--- config.mk ---
export PLATFORM = sky130hd
export DESIGN_NAME = mesh_region_cluster_set
export DESIGN_NICKNAME = d
export VERILOG_FILES = /design/src/hdl/mrcs_pkg.sv /design/src/hdl/mesh_region_cluster_set.sv
export SDC_FILE = /design/constraint.sdc
export NUM_CORES = 1
export LEC_CHECK = 0
export BUFFER_PORTS_ARGS = -buffer_cell sky130_fd_sc_hd__buf_4
export CORE_UTILIZATION = 55
export CTS_BUF_LIST = sky130_fd_sc_hd__clkbuf_8 sky130_fd_sc_hd__clkbuf_16
export DETAILED_ROUTE_END_ITERATION = 16
export PLACE_DENSITY = 0.74
export SLEW_MARGIN = 20
export SYNTH_ARGS = -nofsm -noshare
export SYNTH_HDL_FRONTEND = slang
export SYNTH_SLANG_ARGS = --single-unit
--- constraint.sdc ---
create_clock -name clk -period 5 [get_ports clk]
set_input_delay 1 -clock clk [delete_from_list [all_inputs] [get_ports clk]]
set_output_delay 1 -clock clk [all_outputs]
set_load 0.01 [all_outputs]
--- src/hdl/mrcs_pkg.sv ---
// ----------------------------------------------------------------------------
// mrcs_pkg
// Shared types and constants of the mesh region cluster set block.
// ----------------------------------------------------------------------------
`default_nettype none

package mrcs_pkg;

  localparam int MAX_GRID_SIDE_DEF = 8;
  localparam int MAX_CLUSTERS_DEF  = 16;

  localparam int CMD_W      = 2;
  localparam int IDX_W      = 6;
  localparam int VAL_W      = 6;
  localparam int CORE_W     = 6;
  localparam int RAD_W      = 4;
  localparam int MASK_W     = 16;
  localparam int TOTAL_W    = 5;
  localparam int STATUS_W   = 2;
  localparam int GRID_REG_W = 4;
  localparam int CLU_REG_W  = 5;
  localparam int CFG_IDX_W  = 2;
  localparam int CFG_DATA_W = 5;

  localparam logic [GRID_REG_W-1:0] GRID_W_RST   = 4'd8;
  localparam logic [GRID_REG_W-1:0] GRID_H_RST   = 4'd8;
  localparam logic [CLU_REG_W-1:0]  CLUSTERS_RST = 5'd16;

  typedef enum logic [CMD_W-1:0] {
    CMD_WR_OWNER,
    CMD_WR_HEAD,
    CMD_QUERY
  } cmd_t;

  typedef enum logic [STATUS_W-1:0] {
    ST_OK,
    ST_UNMATCHED,
    ST_OUTSIDE
  } status_t;

  typedef enum logic [CFG_IDX_W-1:0] {
    REG_GRID_WIDTH,
    REG_GRID_HEIGHT,
    REG_CLUSTERS
  } reg_idx_t;

  typedef enum logic [2:0] {
    S_IDLE,
    S_LOCATE,
    S_SCAN,
    S_DRAIN,
    S_DONE
  } state_t;

  typedef struct packed {
    logic [CMD_W-1:0]  command;
    logic [IDX_W-1:0]  entry_index;
    logic [VAL_W-1:0]  entry_value;
    logic [CORE_W-1:0] center_core;
    logic [RAD_W-1:0]  radius;
  } in_word_t;

  typedef struct packed {
    logic [MASK_W-1:0]   cluster_mask;
    logic [TOTAL_W-1:0]  cluster_total;
    logic [STATUS_W-1:0] status;
  } out_word_t;

endpackage

`default_nettype wire

--- src/hdl/mesh_region_cluster_set.sv ---
// ----------------------------------------------------------------------------
// mesh_region_cluster_set
// Owner table in a synchronous RAM, head table in flops; region scan over the
// mesh one core per cycle with a parallel head search.
// ----------------------------------------------------------------------------
// Usage:
//   Input words (in_valid / in_stall) carry a command. Owner and head writes
//   are taken and give no result; the next word may follow at once. A query
//   steps row by row through the locate state to find the center row, then
//   scans the grid one core per cycle through the owner RAM read port, passes
//   a drain state and loads the output register in the done state; then the
//   block returns to idle and takes the next word. The RAM port, one read per
//   cycle, sets the length of the scan. A center outside the grid goes from
//   the locate state straight to the done state and returns status 2.
//   Results (out_valid / out_stall) sit in an output register; the block takes
//   new words while a result waits, but a finished query holds until the
//   output register is free. While busy with a query, in_stall is high.
//   Reset (rst_n low, synchronous) sets the registers to 8 x 8 grid and 16
//   clusters and drops all valids; the tables are undefined until written.
//   Configuration (cfg_we / cfg_index / cfg_data) is to be written while idle
//   only; the block itself does not enforce this.
// ----------------------------------------------------------------------------
`default_nettype none

module mesh_region_cluster_set #(
  parameter int MAX_GRID_SIDE = mrcs_pkg::MAX_GRID_SIDE_DEF,
  parameter int MAX_CLUSTERS  = mrcs_pkg::MAX_CLUSTERS_DEF
) (
  input  logic                              clk,
  input  logic                              rst_n,
  input  logic                              cfg_we,
  input  logic [mrcs_pkg::CFG_IDX_W-1:0]    cfg_index,
  input  logic [mrcs_pkg::CFG_DATA_W-1:0]   cfg_data,
  input  logic                              in_valid,
  output logic                              in_stall,
  input  mrcs_pkg::in_word_t                in_word,
  output logic                              out_valid,
  input  logic                              out_stall,
  output mrcs_pkg::out_word_t               out_word
);
  import mrcs_pkg::*;

  localparam int CORE_SLOTS = MAX_GRID_SIDE * MAX_GRID_SIDE;
  localparam int AW   = $clog2(CORE_SLOTS);
  localparam int SW   = $clog2(MAX_GRID_SIDE + 1);
  localparam int LW   = ((2 * SW > CORE_W) ? 2 * SW : CORE_W) + 1;
  localparam int DW   = (SW + 1 > RAD_W) ? SW + 1 : RAD_W;
  localparam int KW   = (MAX_CLUSTERS > 1) ? $clog2(MAX_CLUSTERS) : 1;
  localparam int NCW  = $clog2(MAX_CLUSTERS + 1);
  localparam int GCW  = (SW > GRID_REG_W) ? SW : GRID_REG_W;
  localparam int CLW  = (NCW > CLU_REG_W) ? NCW : CLU_REG_W;
  localparam int HCW  = (IDX_W > NCW) ? IDX_W + 1 : NCW + 1;
  localparam int MXW  = MASK_W + MAX_CLUSTERS;
  localparam int TXW  = TOTAL_W + NCW;

  // configuration
  logic [GRID_REG_W-1:0] grid_w_r, grid_h_r;
  logic [CLU_REG_W-1:0]  clusters_r;

  always_ff @(posedge clk) begin
    if (!rst_n) begin
      grid_w_r   <= GRID_W_RST;
      grid_h_r   <= GRID_H_RST;
      clusters_r <= CLUSTERS_RST;
    end else if (cfg_we) begin
      case (cfg_index)
        REG_GRID_WIDTH:  grid_w_r   <= cfg_data[GRID_REG_W-1:0];
        REG_GRID_HEIGHT: grid_h_r   <= cfg_data[GRID_REG_W-1:0];
        REG_CLUSTERS:    clusters_r <= cfg_data[CLU_REG_W-1:0];
        default: ;
      endcase
    end
  end

  // saturated sizes
  logic [GCW-1:0] gw_ext, gh_ext;
  logic [CLW-1:0] nc_ext;
  logic [SW-1:0]  w_c, h_c;
  logic [NCW-1:0] nc_c;
  logic [LW-1:0]  area;

  always_comb begin
    gw_ext = GCW'(grid_w_r);
    gh_ext = GCW'(grid_h_r);
    nc_ext = CLW'(clusters_r);
    if (gw_ext == '0)                       w_c = SW'(1);
    else if (gw_ext > GCW'(MAX_GRID_SIDE))  w_c = SW'(MAX_GRID_SIDE);
    else                                    w_c = SW'(gw_ext);
    if (gh_ext == '0)                       h_c = SW'(1);
    else if (gh_ext > GCW'(MAX_GRID_SIDE))  h_c = SW'(MAX_GRID_SIDE);
    else                                    h_c = SW'(gh_ext);
    if (nc_ext == '0)                       nc_c = NCW'(1);
    else if (nc_ext > CLW'(MAX_CLUSTERS))   nc_c = NCW'(MAX_CLUSTERS);
    else                                    nc_c = NCW'(nc_ext);
    area = LW'(w_c) * LW'(h_c);
  end

  // state
  state_t                state_r, state_nxt;
  logic [CORE_W-1:0]     center_r, center_nxt;
  logic [RAD_W-1:0]      radius_r, radius_nxt;
  logic [LW-1:0]         base_r, base_nxt;
  logic [SW-1:0]         cx_r, cx_nxt, cy_r, cy_nxt;
  logic [SW-1:0]         x_r, x_nxt, y_r, y_nxt;
  logic [AW-1:0]         addr_r, addr_nxt;
  logic                  vis_r, vis_nxt;
  logic [MAX_CLUSTERS-1:0] mask_r, mask_nxt;
  logic [NCW-1:0]        total_r, total_nxt;
  logic [STATUS_W-1:0]   status_r, status_nxt;
  logic                  out_valid_r, out_valid_nxt;
  out_word_t             out_word_r, out_word_nxt;

  // tables
  logic [VAL_W-1:0] owner_mem [CORE_SLOTS];
  logic [VAL_W-1:0] head_r    [MAX_CLUSTERS];
  logic [VAL_W-1:0] rd_data_r;
  logic             owner_we, head_we;

  always_ff @(posedge clk) begin
    if (owner_we) begin
      owner_mem[AW'(in_word.entry_index)] <= in_word.entry_value;
    end
    rd_data_r <= owner_mem[addr_r];
  end

  always_ff @(posedge clk) begin
    if (head_we) begin
      head_r[KW'(in_word.entry_index)] <= in_word.entry_value;
    end
  end

  // head search on the word just read, lowest index wins
  logic          hit_any;
  logic [KW-1:0] hit_idx;

  always_comb begin
    hit_any = 1'b0;
    hit_idx = '0;
    for (int k = MAX_CLUSTERS - 1; k >= 0; k--) begin
      if (NCW'(k) < nc_c && head_r[k] == rd_data_r) begin
        hit_any = 1'b1;
        hit_idx = KW'(k);
      end
    end
  end

  // region test for the core being read
  logic [SW-1:0] dx, dy;
  logic [DW-1:0] hops;
  logic          in_region, x_last, y_last;
  logic [LW-1:0] center_ext, cx_diff;
  logic [MXW-1:0] mask_ext;
  logic [TXW-1:0] total_ext;

  always_comb begin
    dx        = (x_r >= cx_r) ? x_r - cx_r : cx_r - x_r;
    dy        = (y_r >= cy_r) ? y_r - cy_r : cy_r - y_r;
    hops      = DW'(dx) + DW'(dy);
    in_region = hops <= DW'(radius_r);
    x_last    = x_r == w_c - SW'(1);
    y_last    = y_r == h_c - SW'(1);
    center_ext = LW'(center_r);
    cx_diff    = center_ext - base_r;
    mask_ext   = MXW'(mask_r);
    total_ext  = TXW'(total_r);
  end

  logic in_acc, out_acc;

  always_comb begin
    state_nxt     = state_r;
    center_nxt    = center_r;
    radius_nxt    = radius_r;
    base_nxt      = base_r;
    cx_nxt        = cx_r;
    cy_nxt        = cy_r;
    x_nxt         = x_r;
    y_nxt         = y_r;
    addr_nxt      = addr_r;
    vis_nxt       = 1'b0;
    mask_nxt      = mask_r;
    total_nxt     = total_r;
    status_nxt    = status_r;
    out_valid_nxt = out_valid_r;
    out_word_nxt  = out_word_r;
    owner_we      = 1'b0;
    head_we       = 1'b0;

    in_stall = state_r != S_IDLE;
    in_acc   = in_valid && !in_stall;
    out_acc  = out_valid_r && !out_stall;

    if (out_acc) out_valid_nxt = 1'b0;

    // fold in the owner word read in the previous cycle
    if (vis_r) begin
      if (!hit_any) begin
        status_nxt = ST_UNMATCHED;
      end else if (!mask_r[hit_idx]) begin
        mask_nxt[hit_idx] = 1'b1;
        total_nxt         = total_r + NCW'(1);
      end
    end

    case (state_r)
      S_IDLE: begin
        if (in_acc) begin
          case (in_word.command)
            CMD_WR_OWNER: begin
              owner_we = LW'(in_word.entry_index) < LW'(CORE_SLOTS);
            end
            CMD_WR_HEAD: begin
              head_we = HCW'(in_word.entry_index) < HCW'(MAX_CLUSTERS);
            end
            CMD_QUERY: begin
              center_nxt = in_word.center_core;
              radius_nxt = in_word.radius;
              base_nxt   = '0;
              cy_nxt     = '0;
              mask_nxt   = '0;
              total_nxt  = '0;
              status_nxt = ST_OK;
              state_nxt  = S_LOCATE;
            end
            default: ;
          endcase
        end
      end
      S_LOCATE: begin
        // find the center row by stepping one row of cores per cycle
        if (center_ext >= area) begin
          status_nxt = ST_OUTSIDE;
          state_nxt  = S_DONE;
        end else if (center_ext < base_r + LW'(w_c)) begin
          cx_nxt    = cx_diff[SW-1:0];
          x_nxt     = '0;
          y_nxt     = '0;
          addr_nxt  = '0;
          state_nxt = S_SCAN;
        end else begin
          base_nxt = base_r + LW'(w_c);
          cy_nxt   = cy_r + SW'(1);
        end
      end
      S_SCAN: begin
        vis_nxt  = in_region;
        addr_nxt = addr_r + AW'(1);
        if (x_last) begin
          x_nxt = '0;
          y_nxt = y_r + SW'(1);
          if (y_last) state_nxt = S_DRAIN;
        end else begin
          x_nxt = x_r + SW'(1);
        end
      end
      S_DRAIN: begin
        state_nxt = S_DONE;
      end
      S_DONE: begin
        if (!out_valid_r || out_acc) begin
          out_valid_nxt              = 1'b1;
          out_word_nxt.cluster_mask  = mask_ext[MASK_W-1:0];
          out_word_nxt.cluster_total = total_ext[TOTAL_W-1:0];
          out_word_nxt.status        = status_r;
          state_nxt                  = S_IDLE;
        end
      end
      default: begin
        state_nxt = S_IDLE;
      end
    endcase
  end

  always_ff @(posedge clk) begin
    if (!rst_n) begin
      state_r     <= S_IDLE;
      vis_r       <= 1'b0;
      out_valid_r <= 1'b0;
    end else begin
      state_r     <= state_nxt;
      vis_r       <= vis_nxt;
      out_valid_r <= out_valid_nxt;
    end
  end

  always_ff @(posedge clk) begin
    center_r   <= center_nxt;
    radius_r   <= radius_nxt;
    base_r     <= base_nxt;
    cx_r       <= cx_nxt;
    cy_r       <= cy_nxt;
    x_r        <= x_nxt;
    y_r        <= y_nxt;
    addr_r     <= addr_nxt;
    mask_r     <= mask_nxt;
    total_r    <= total_nxt;
    status_r   <= status_nxt;
    out_word_r <= out_word_nxt;
  end

  assign out_valid = out_valid_r;
  assign out_word  = out_word_r;

  // checks
  a_total_matches_mask: assert property (@(posedge clk) disable iff (!rst_n)
    out_valid_r |-> (MAX_CLUSTERS > MASK_W ||
                     $countones(out_word_r.cluster_mask) == out_word_r.cluster_total))
    else $error("cluster_total does not match cluster_mask");

  a_outside_empty: assert property (@(posedge clk) disable iff (!rst_n)
    (out_valid_r && out_word_r.status == ST_OUTSIDE) |->
      (out_word_r.cluster_mask == '0 && out_word_r.cluster_total == '0))
    else $error("outside-grid result carries clusters");

  a_vis_from_scan: assert property (@(posedge clk) disable iff (!rst_n)
    vis_r |-> $past(state_r) == S_SCAN)
    else $error("region hit outside of scan");

  a_result_from_done: assert property (@(posedge clk) disable iff (!rst_n)
    $rose(out_valid_r) |-> $past(state_r) == S_DONE)
    else $error("result word loaded outside of done state");

endmodule

`default_nettype wire
Yosys cells after proc, flatten, opt, wreduce, memory -nomap -nowiden:

Memories as Yosys holds them, arrays and structs flattened. A register that Yosys moved wholly into a read port is not among the register bits.
Cells that the tools add are included.

* register bits: 105
* bits in latches: 0
* memory bits (writable): 480
* memory bits (read-only): 0
* input bits: 36
* output and inout port bits: 25
* memories kept: 2

Memory list
* owner_mem: depth 64, width 6, read ports 1, clocked after memory_dff 1, wr ports 1, RTL line mesh_region_cluster_set.sv:114 `logic [VAL_W-1:0] owner_mem [CORE_SLOTS];`
* head_r: depth 16, width 6, read ports 16, clocked after memory_dff 0, wr ports 1, RTL line mesh_region_cluster_set.sv:115 `logic [VAL_W-1:0] head_r [MAX_CLUSTERS];`

* $add $sub $neg: 14
* $mul: 1
* div/mod/pow operators: 0
* $lt $le $gt $ge: 27
* eq/ne operators: 35
* shifts and indexed selects: 0
* muxes and demuxes: 102
* bitwise operators: 2
* reduce and logical (&&, ||, !) cells: 43

Operators by type and width (count)
* 4-bit two-way mux: 30
* 6-bit == test: 16
* 16-bit two-way mux: 6
* 4-bit by 5-bit < comparator with 1-bit output (first input constant): 8
* 5-bit two-way mux: 8
* 9-bit two-way mux: 4
* 1-bit two-way mux: 31
* 4-bit one-hot mux with 2 select lines: 3
* 3-bit two-way mux: 7
* 3-bit by 5-bit < comparator with 1-bit output (first input constant): 4
* 4-bit subtractor: 5
* 1-bit logical AND: 19
* 9-bit one-hot mux with 2 select lines: 1
* 16-bit OR: 1
* 3-bit one-hot mux with 5 select lines: 1
* 2-bit inequality test (second input constant): 7
* 4-bit by 1-bit adder with 4-bit output (second input constant): 3
* 6-bit two-way mux: 2
* 6-bit one-hot mux with 2 select lines: 1
* 1-bit by 5-bit < comparator with 1-bit output (first input constant): 2
* 2-bit by 5-bit < comparator with 1-bit output (first input constant): 2
* 2-bit two-way mux: 5
* 2-bit AND reduction: 5
* 9-bit by 4-bit adder with 9-bit output: 1
* other kinds (38): 52

Depth between registers and ports, before layout:

* depth after elaboration: 32
* mapped depth: 19

Least setup slack after synthesis:

Ideal clock, no wire load.

* kind: flip-flop to flip-flop
* start: reg grid_w_r[1]
* end: reg y_r[0], enable pin
* library setup time: 0.310 ns
* arrival: 4.403 ns
* data required time: 4.690 ns
* path slack: 0.287 ns
* stages on the path, launching flop included: 18
* buffers on the path: 0
* period minus slack after synthesis: 4.713 ns
* cells stage by stage: dfxtp_1 > nor2_1 > nor2_1 > nor2_1 > nand2_1 > fa_1 > fa_1 > inv_1 > ha_1 > a21o_1 > a21oi_1 > xor2_1 > ha_1 > a21oi_1 > a311oi_1 > nand2_1 > a21boi_0 > and2_1

* longest elaborated chain between the ends: 7
* elaborated cells between the ends (all ways): 14
* those cells by class: add/sub (2); mul (1); order compare (3); eq/ne (4); mux (2); reduce/logical (2)

RTL lines
* start: declaration: RTL line mesh_region_cluster_set.sv:57 `logic [GRID_REG_W-1:0] grid_w_r, grid_h_r;`
* start signal: assignment: RTL line mesh_region_cluster_set.sv:67 `REG_GRID_WIDTH: grid_w_r <= cfg_data[GRID_REG_W-1:0];`
* 4-bit > comparator: RTL line mesh_region_cluster_set.sv:87 `else if (gw_ext > GCW'(MAX_GRID_SIDE)) w_c = SW'(MAX_GRID_SIDE);`
* 4-bit two-way mux: RTL line mesh_region_cluster_set.sv:87
* 4-bit two-way mux *: RTL line mesh_region_cluster_set.sv:86 `if (gw_ext == '0) w_c = SW'(1);`
* 4-bit by 4-bit multiplier with 8-bit output (tied with other cells): RTL line mesh_region_cluster_set.sv:95 `area = LW'(w_c) * LW'(h_c);`
* 6-bit by 8-bit greater-or-equal comparator with 1-bit output (tied with other cells): RTL line mesh_region_cluster_set.sv:231 `if (center_ext >= area) begin`
* 2-bit inequality test (no line)
* 4-bit AND reduction (no line) *
* end signal: assignment: RTL line mesh_region_cluster_set.sv:293 `y_r <= y_nxt;`
* end: declaration: RTL line mesh_region_cluster_set.sv:104 `logic [SW-1:0] x_r, x_nxt, y_r, y_nxt;`

Mark *: on every way between the ends. The rest lies on a longest branch, timed or not.
A chain may end at the register's enable or synchronous reset.

Worst setup path after layout:

* start: reg grid_w_r[3]
* end: reg y_r[2], enable pin

The elaborated chain is that of the path after synthesis.

==> results.py <==
metrics = {
    "global_route": {
        "grt_pass1_wl_um": 85150,
        "grtUsageTotal": 0.2365,
        "grt-ovfl-total": 0,
        "grt_max_degree": 81,
        "antenna_found_initial": 0,
        "grt_pass1_vias": 14910,
    },
    "critical_path": {
        "cp_slowest_stage_delay_ns": 0.61,
        "cp_max_fo": 11,
        "worstPathRequired_ns": 5.36,
        "cp-end-kind": "register",
        "path_cells": "nand2b_1, inv_1, nand2_1, fa_1, fa_1, inv_1, ha_1, a21o_1, a21oi_1, nand2b_1, nand3_1, o21ai_0, a21oi_1, a311oi_1, nand2_1, a21boi_4, and2_1",
        "critPathKind": "reg2reg",
        "r2r_cells": 17,
        "r2r_setup_slack_ns": 0.43,
        "worstSetupStartpointType": "register",
        "crit_arrival_ns": 4.93,
        "regToRegStartpoint": "grid_w_r[3]",
        "critPathSlowestCell": "fa_1",
        "r2r-end": "y_r[2]",
    },
    "cells_and_area": {
        "drive_gt1_frac": 0.1349,
        "multi_input_area_um2": 8051,
        "regArea_um2": 17280,
        "fin_area_um2": 28780,
        "n_antenna_cell": 0,
        "fillerInstances": 3325,
        "area_delta_synth_final_pct": 11.23,
        "final_nets": 1920,
        "layout_commonest_cell": "edfxtp_1",
        "final_cell_mix": "edfxtp_1 (544), nor2_1 (201), mux2i_1 (121)",
        "fin_util": 0.6196,
    },
    "route": {
        "route.detailed.drc": 0,
        "viasPerCell": 5.967,
        "finalWirelength_um": 55330,
        "drt-initial-drc-count": 1276,
        "routedWlPerCell_um": 22.42,
        "firstDrtPassIters": 5,
        "vias": 14730,
        "ant_nets": 0,
    },
    "power_and_ir_drop": {
        "ir_drop_mv": 0.3101,
        "p_per_area_nw_per_um2": 501.4,
        "p_int_mw": 9.848,
        "clockPowerShare": 0.287,
        "switching_share": 0.3177,
        "p_switching_mw": 4.585,
        "seqPwrFrac": 0.412,
        "p_leak_nw": 10.07,
        "p_comb_frac": 0.301,
    },
    "floorplan": {
        "die_height_um": 218.9,
        "core_area_um2": 46460,
        "io-pin-count": 61,
        "die_area_um2": 47920,
        "fp.dieW_um": 218.9,
        "rows": 79,
        "initial_utilization": 0.5570,
    },
    "cts": {
        "cts.htree.levels": 2,
        "clock_sinks": 591,
        "numCtsBuffers": 57,
        "ctsHoldBuffers": 0,
        "clkTransAtPathRegs_ns": 0.06,
        "cts_max_path_buffers": 3,
        "clk-insertion-delay-late_ns": 0.62,
        "tritoncts": "done",
        "root_buffer": "clkbuf_16",
        "cts_setup_buffers": 0,
        "cts.repair.resized": 1,
    },
    "timing": {
        "slew_viol_final": 0,
        "hold_slack_ns": 0.4517,
        "setup_violations": 0,
        "rsz0062_at_grt": "no",
        "worst_slew_pin_slew_ns": 1.010,
        "relSlewSlack": 0.3269,
        "setup_tns_ns": 0,
        "hold_violations": 0,
        "fin_crit_ns": 4.571,
        "skew_ns": 0.02437,
        "finalCritPeriodShare": 0.9142,
        "clock.fmax_mhz": 218.8,
    },
    "yosys": {
        "synth_largest_area_cell": "edfxtp_1",
        "synth_edf_count": 544,
        "synthXorXnorAreaFrac": 0.04468,
        "ys_async_sr_fraction": 0,
        "ys.flop_type": "edfxtp_1",
        "synth_seq_cells": 591,
        "synth_top_family_by_area": "multiplexers",
        "synth_area_um2": 25880,
        "synthTopCellsByArea": "edfxtp_1 (63%), mux4_2 (4.7%), mux2i_1 (4.7%), dfxtp_1 (3.6%), nor2_1 (2.9%)",
        "synthSimpleGateAreaFrac": 0.07538,
        "synthesis.nets": 1855,
        "synthMuxAreaShare": 0.09467,
        "ys.warnings.count": 0,
        "yosysSeqAreaShare": 0.6676,
        "synth_fa_ha_area_frac": 0.03704,
        "syn-mean-instance-area_um2": 14.80,
        "synth_top_area_share": 0.6313,
        "synth-compound-area-share": 0.05880,
        "syn-instance-count": 1749,
        "synth_cell_type_count": 69,
    },
    "outcome": {
        "status": "finished clean",
    },
    "min_path": {
        "whs_path_depth": 0,
        "min_to": "out_word[1]",
        "hold_path.class": "reg2reg",
        "hold_start": "status_r[1]",
    },
    "run": {
        "drv_cap": 0,
    },
    "placed_design": {
        "portBuffers": 60,
        "hpwl_um": 35250,
        "place_congestion": 0.8416,
        "placed_cell_area_um2": 26960,
    },
}
==> power groups by stage <==
stage          Combinational (mW)  Clock (mW)  Sequential [mW]
2_1_floorplan                3.37           0             5.82
3_5_place_dp                 4.32           0             6.05
3_3_place_gp                 4.20           0             6.05
4_1_cts                      4.36        4.19             5.95
6_report                     4.34        4.14             5.95
5_1_grt                      4.78        4.37             5.97
==> registers in the layout, indices dropped and copies added, names as in the netlist <==
register and flops:
owner_mem 384, head_r 96, out_word 23, mask_r 16, base_r 9, addr_r 6
center_r 6, rd_data_r 6, clusters_r 5, total_r 5, cx_r 4, cy_r 4
gh_ext 4, grid_w_r 4, radius_r 4, x_r 4, y_r 4, state_r 3
status_r 2, out_valid 1, vis_r 1
==> logic make-up after synthesis <==
logic type	Yosys count
flip-flops	591
multiplexers	177
AND/OR/NAND/NOR	426
XOR/XNOR	132
buffers and inverters	132
AO/OA/AOI/OAI	221
adder cells (fa/ha/maj)	70
==> routing by layer <==
metal  vias up  part of all wire  track usage
met4         0             0.034      0.09306
met3       107             0.057      0.03853
li1       6722                 -            -
met1      7413              0.41       0.3084
met2       484              0.50       0.3973
met5         -                 0            0
==> synth_stat cells, types with 4 or more instances <==
master,count
nor2_1,201
a21o_1,19
edfxtp_1,544
a211oi_1,4
and2_1,7
buf_4,6
inv_1,50
or2_2,7
nand2b_1,15
buf_2,7
nand4_1,13
a32o_1,8
a22o_1,5
dfxtp_1,47
nand3b_1,4
clkbuf_1,48
ha_1,59
buf_6,5
nor3_1,16
nor4_1,12
o22ai_1,25
mux4_2,54
or3_1,7
a21oi_1,58
fa_1,11
o21a_1,4
and3_1,10
xor2_1,51
o221ai_1,24
nor2b_1,12
nand3_1,27
xnor2_1,81
buf_1,15
o21ai_0,37
mux2i_1,121
o211ai_1,5
nand2_1,81
==> worst max-delay path by stage <==
stage | startpoint | to | slack (ns) | cells after the start
6_report | grid_w_r[3] | y_r[2] | 0.43 | 17
5_1_grt | grid_w_r[3] | y_r[2] | 0.12 | 17
4_1_cts | grid_w_r[3] | y_r[0] | 0.32 | 16
3_5_place_dp | grid_w_r[3] | y_r[3] | 0.03 | 16
3_3_place_gp | grid_w_r[3] | y_r[3] | 0.14 | 16
2_1_floorplan | grid_w_r[1] | y_r[0] | 0.29 | 17
==> critical path, delay by kind of cell (launching register included) <==
kind	cells	cell delay, ns
AND/OR/NAND/NOR	6	1.05
buffers and inverters	2	0.23
flip-flops	1	0.38
AO/OA/AOI/OAI	6	1.27
adder cells (fa/ha/maj)	3	1.39
==> cell type report <==
| type | count | area share |
|---|---|---|
| clock buffers | 66 | 0.05464 |
| clock inverters | 40 | 0.008389 |
| inverters | 51 | 0.006651 |
| multi-input cells | 1026 | 0.2797 |
| flip-flops and latches | 591 | 0.6002 |
| well taps | 607 | 0.02639 |
| repair buffers | 87 | 0.02399 |
==> stage by stage <==
stage,power (mW),instances,worst slack [ns]
6_report,14.43,2468,0.4291
2_1_floorplan,9.187,1749,0.2869
3_5_place_dp,10.37,2362,0.02726
5_1_grt,15.12,2468,0.1212
3_3_place_gp,10.25,2362,0.1389
4_1_cts,14.50,2468,0.3159
Power figures use the tool's default switching activity.
